File: src/rtl/min_cost_assignment_solver_macros.svh
// assertion macros shared by the assignment solver rtl
// expects clk and arst_n in the scope of each use
`ifndef MIN_COST_ASSIGNMENT_SOLVER_MACROS_SVH
`define MIN_COST_ASSIGNMENT_SOLVER_MACROS_SVH
`ifndef SYNTHESIS
`define MCAS_ASSERT_IMP(lbl, ante, cons) \
	lbl: assert property (@(posedge clk) disable iff (!arst_n) (ante) |-> (cons)) \
		else $error("mcas check failed");
`define MCAS_ASSERT_NXT(lbl, ante, cons) \
	lbl: assert property (@(posedge clk) disable iff (!arst_n) (ante) |=> (cons)) \
		else $error("mcas check failed");
`else
`define MCAS_ASSERT_IMP(lbl, ante, cons)
`define MCAS_ASSERT_NXT(lbl, ante, cons)
`endif
`endif

File: src/rtl/mcas_pkg.sv
// shared constants and column cell command codes for the assignment solver
// no dependencies
package mcas_pkg;
	localparam int MAX_NODES_DEF   = 32;
	localparam int COST_WIDTH_DEF  = 16;
	localparam int LABEL_WIDTH_DEF = 32;
	localparam int TOTAL_W         = 21;
	localparam int FIELD_W         = 5;

	typedef enum logic [2:0] {
		OP_NOP,
		OP_INIT,
		OP_CLEAR,
		OP_SEED,
		OP_RELAX,
		OP_MARK,
		OP_SHIFT,
		OP_MATE
	} mcas_op_e;
endpackage

File: src/rtl/mcas_cell.sv
// one column cell: label, slack, parent row, mate and tree mark of one column
// depends on mcas_pkg; passes a running least slack on to its neighbour
module mcas_cell #(
	parameter int MAX_NODES   = 32,
	parameter int LABEL_WIDTH = 32,
	parameter int INDEX       = 0
) (
	input  logic                                   clk,
	input  logic                                   arst_n,
	input  mcas_pkg::mcas_op_e                     op,
	input  logic [$clog2(MAX_NODES)-1:0]           sel,
	input  logic signed [LABEL_WIDTH-1:0]          value,
	input  logic [$clog2(MAX_NODES)-1:0]           row,
	input  logic [$clog2(MAX_NODES+1)-1:0]         node_n,
	input  logic signed [LABEL_WIDTH-1:0]          min_in,
	output logic signed [LABEL_WIDTH-1:0]          min_out,
	output logic signed [LABEL_WIDTH-1:0]          label,
	output logic signed [LABEL_WIDTH-1:0]          slack,
	output logic [$clog2(MAX_NODES)-1:0]           parent,
	output logic [$clog2(MAX_NODES+1)-1:0]         mate,
	output logic                                   in_tree
);
	import mcas_pkg::*;

	localparam int IW = $clog2(MAX_NODES);
	localparam int NW = $clog2(MAX_NODES + 1);

	logic signed [LABEL_WIDTH-1:0] label_q, slack_q, min_q;
	logic [IW-1:0]                 parent_q;
	logic [NW-1:0]                 mate_q;
	logic                          in_tree_q;
	logic                          hit, active;

	assign hit    = (sel == IW'(INDEX));
	assign active = (NW'(INDEX) < node_n);

	always_ff @(posedge clk or negedge arst_n) begin
		if (!arst_n) begin
			in_tree_q <= 1'b0;
			mate_q    <= NW'(MAX_NODES);
			min_q     <= '0;
		end else begin
			min_q <= (active && !in_tree_q && slack_q < min_in) ? slack_q : min_in;
			unique case (op)
				OP_INIT: begin
					in_tree_q <= 1'b0;
					mate_q    <= NW'(MAX_NODES);
				end
				OP_CLEAR: in_tree_q <= 1'b0;
				OP_MARK: if (hit) in_tree_q <= 1'b1;
				OP_MATE: if (hit) mate_q <= NW'(row);
				default: ;
			endcase
		end
	end

	always_ff @(posedge clk) begin
		unique case (op)
			OP_INIT: label_q <= '0;
			OP_SEED: if (hit) begin
				slack_q  <= value;
				parent_q <= row;
			end
			OP_RELAX: if (hit && value < slack_q) begin
				slack_q  <= value;
				parent_q <= row;
			end
			OP_SHIFT: if (in_tree_q) begin
				label_q <= label_q - value;
			end else begin
				slack_q <= slack_q - value;
			end
			default: ;
		endcase
	end

	assign min_out = min_q;
	assign label   = label_q;
	assign slack   = slack_q;
	assign parent  = parent_q;
	assign mate    = mate_q;
	assign in_tree = in_tree_q;
endmodule

File: config.mk
export PLATFORM = sky130hd
export DESIGN_NAME = mcas_cell
export DESIGN_NICKNAME = d
export VERILOG_FILES = /design/src/rtl/min_cost_assignment_solver_macros.svh /design/src/rtl/mcas_pkg.sv /design/src/rtl/mcas_cell.sv
export SDC_FILE = /design/constraint.sdc
export NUM_CORES = 1
export LEC_CHECK = 0
export CORE_UTILIZATION = 55
export CTS_CLUSTER_SIZE = 16
export DETAILED_ROUTE_END_ITERATION = 8
export DONT_BUFFER_PORTS = 1
export GPL_TIMING_DRIVEN = 1
export MAX_ROUTING_LAYER = met4
export PLACE_DENSITY = 0.76
export SYNTH_ARGS = -nofsm -noshare
export SYNTH_HDL_FRONTEND = slang
export SYNTH_SLANG_ARGS = --single-unit
export TNS_END_PERCENT = 50
File: constraint.sdc
create_clock -name clk -period 5.57 [get_ports clk]
set_input_delay 1.671 -clock clk [delete_from_list [all_inputs] [get_ports clk]]
set_output_delay 1.671 -clock clk [all_outputs]
set_load 0.05 [all_outputs]
==> results.txt <==
----------------------------------------------------
[Die]
  Horizontal die dimension ... 126 microns
  DIE AREA ... 15,900 sq um
  Std-Cell Rows ... 44
  Placeable core area ... 14,800 sq um
  Top-level I/O count ... 193
  Initial cell density of the core ... 57.4%
  Die Span Y ... 126 microns

[Synth]
  Gate Count Post-Synth ... 908
  Yosys top cell area share ... 24.5%
  Ys async rst share ... 36.1%
  Syn Std Cell Area ... 8470 sq um
  Cell accounting for the most synthesized area ... sky130_fd_sc_hd__edfxtp_1
  Syn Nets ... 1,089
  Yosys warning total ... 0
  Post-synthesis sequential area ratio ... 36.0%
  Most used standard cell by instance count after synthesis ... sky130_fd_sc_hd__ha_1
  Primary flip-flop cell chosen by synthesis mapping ... sky130_fd_sc_hd__edfxtp_1
  EDFF count, synth ... 69
  Synth top cells by count ... 94 x sky130_fd_sc_hd__ha_1, 88 x sky130_fd_sc_hd__inv_1, 79 x sky130_fd_sc_hd__nand2_1, 69 x sky130_fd_sc_hd__edfxtp_1, 69 x sky130_fd_sc_hd__o21ai_0
  Number of synthesized register bits ... 108
  Leading cell types by total area after synthesis ... sky130_fd_sc_hd__edfxtp_1 24%, sky130_fd_sc_hd__ha_1 14%, sky130_fd_sc_hd__dfrtp_1 11%
  Count of unique library cells instantiated by Yosys ... 74
  Syn_area_per_cell ... 9.32 sq um

[Layout]
  # nets final ... 1,075
  Final Cell Area ... 8950 sq um
  Area growth from synthesis to layout ... 5.72%
  Post-Route Utilization ... 60.7%
  Ant. Diodes ... 0
  Fraction of final layout cells sized beyond drive strength 1 ... 8.57%

[Clock network]
  CTS clock-pin slew for the worst setup and hold paths ... 0.08 ns
  TritonCTS Buffers ... 9
  Worst skew pair latency ... 0.37 ns
  Buffer cell driving the clock tree root ... sky130_fd_sc_hd__clkbuf_16
  Number of gates given a new drive strength after cts ... 0
  Post-CTS Setup Inserts ... 0
  Largest buffer count on any clock path ... 2
  TritonCTS clock tree ... done
  Number of buffers inserted by hold repair at cts ... 0
  Clock Sinks ... 108
  H-tree depth ... 3

[Timing]
  Maximum operating frequency ... 0.232 GHz
  Slew @ Worst Pin ... 0.809 ns
  Final Worst Setup Slack ... 1.26 ns
  Relative slew margins ... 45.9%
  Ratio of final minimum period to clock period ... 77.4%
  Number of endpoints failing setup at the final stage ... 0
  Clock skew ... 0.0136 ns
  Hold Fails Final Rpt ... 0
  Final number of max-transition violations ... 0
  Sum of negative setup slack ... 0 ns
  Unrepaired setup endpoints after global routing ... no
  Final critical delay including setup and external delays ... 4.31 ns

[Worst setup path]
  Reg2Reg Launch Point ... slack[0]$_DFFE_PP_
  Worst stage delay on the critical path ... 0.65 ns
  Minimum setup slack among reg-to-reg paths ... 1.73 ns
  Highest-delay cell along the critical path ... sky130_fd_sc_hd__a21oi_4
  Critical path startpoint category ... input pin
  Max Fanout on Critical Path ... 19
  Critical path cell sequence ... inv_1, ha_1, nand4_1, or3_4, nor3_2, a21boi_0, a41oi_1, a21oi_4, buf_4, mux2_2
  CP required ... 5.82 ns
  RR Endpoint ... slack[9]$_DFFE_PP_
  Data arrival at the endpoint of the critical path ... 4.56 ns
  Endpoint class of the critical path ... flop
  Number of cells traversed by the worst register-to-register path ... 12
  Critical Setup Path Class ... input pin to flop

[Run]
  Number of max-capacitance violations reported ... 0

[Detailed routing]
  Post-route DRC violation count ... 0
  Routed wire length ... 21.5 mm
  Violation count after the first detailed-routing iteration ... 465
  Per-cell routed wire length ... 19.9 microns
  TritonRoute pass-1 iters ... 5
  Antenna viol nets, final ... 0
  Number of vias per cell ... 6.29
  Vias ... 6,807

[Global routing]
  Via count of the first global-routing pass ... 6,619
  Number of antenna violations at the first check in global routing ... 0
  Global Route Usage Sum ... 28.7%
  Pin count of the biggest net entering global routing ... 58
  Global-route wire length before repair ... 34.3 mm
  GRT overflow ... 0

[Placed design]
  Post-Place Setup Slack ... 0.886 ns
  Port Buffers ... 0
  Standard cell area after detailed placement ... 8600 sq um
  Total half-perimeter wirelength after legalization and detailed placement ... 16.8 mm
  Last weighted congestion value of the routability-driven placer ... 0.959

[Pwr]
  Leakage power ... 3.86 nW
  Worst VDD drop ... 170 uV
  Power per cell area ... 290 nW/um^2

[Run status]
  Outcome ... completed

[Min path]
  Worst min path class ... flop to flop
  Endpoint of the worst hold-timing path ... mate[5]$_DFFE_PN1P_
  Number of stages on the worst hold path ... 2
  Startpoint of the lowest-slack hold path ... mate[5]$_DFFE_PN1P_

----------------------------------------------------
## flip-flops by register name, indices dropped and copies added, names as in the netlist
| register | cells |
|---|---|
| in_tree | 1 |
| slack | 32 |
| min_out | 32 |
| parent | 5 |
| mate | 6 |
| label | 32 |
## worst max path at each step
stage,from,cells past startpoint,endpoint
finish,min_in[31],10,min_out[3]$_DFF_PN0_
global route,min_in[31],10,min_out[3]$_DFF_PN0_
CTS,min_in[31],10,min_out[3]$_DFF_PN0_
detailed placement,min_in[31],10,min_out[3]$_DFF_PN0_
global placement,min_in[31],10,min_out[0]$_DFF_PN0_
floorplan,value[0],10,slack[0]$_DFFE_PP_
## layout make-up
type,count,area (sq um)
Inverter,88,330
Timing Repair Buffer,5,37.5
Fill cell,1279,5800
Sequential cell,108,3050
Clock buffer,11,275
Tap cell,184,230
Multi-Input combinational cell,682,4960
Clock inverter,5,70.1
## cells by family after synthesis
family	count (synthesis)	synth area share, %
AOI/OAI and AO/OA	262	21.1
and+or+nand+nor	249	14.1
buffers and inverters	118	5.54
DFF	108	36.0
adders and majority gates	96	14.4
xor gates and xnor gates	41	4.24
muxes	34	4.57
## through the flow
stage | hold WS [ns] | instances | power (mW)
3_5_place_dp | 0.627 | 1067 | 1.87
6_report | 0.642 | 1083 | 2.60
2_1_floorplan | 0.602 | 908 | 1.75
3_3_place_gp | 0.620 | 1067 | 1.86
5_1_grt | 0.689 | 1083 | 2.71
4_1_cts | 0.641 | 1083 | 2.61
## cells in the final DEF, fill, tap and decap left out, drive strengths merged, types with 4 or more instances in the layout
cell type and instances:
a211oi 10, a21boi 5, a21o 28, a21oi 61
a22o 5, a31oi 4, and3 5, buf 5
clkbuf 11, dfrtp 38, edfxtp 69, ha 94
inv 91, mux2 31, nand2 79, nand2b 9
nand3 12, nand4 20, nor2 61, nor2b 8
nor3 27, nor3b 5, nor4 4, o211ai 5
o21a 17, o21ai 76, o21bai 8, o31a 4
o31ai 14, or3 7, xnor2 25, xor2 16
## power by group
part           internal [mW]  total [mW]  switching [mW]
Clock                  0.413       0.735           0.323
Sequential             0.942        1.28           0.340
Combinational          0.251       0.578           0.327
## routing by layer
metal	vias up	track usage, %	share of wire, %
li1	3284	-	-
met1	3252	36.3	44
met2	235	44.7	46
met3	36	7.35	8.1
met4	0	9.64	2.2
met5	-	-	0
## critical path: cells and delay by family
| family | cells | cell delay, ns |
|---|---|---|
| buf+inv | 2 | 0.38 |
| mux | 1 | 0.37 |
| simple gates | 3 | 0.81 |
| compound gates | 3 | 0.98 |
| fa+ha+maj | 1 | 0.33 |
Note: power is estimated with default switching activity, not from simulation.
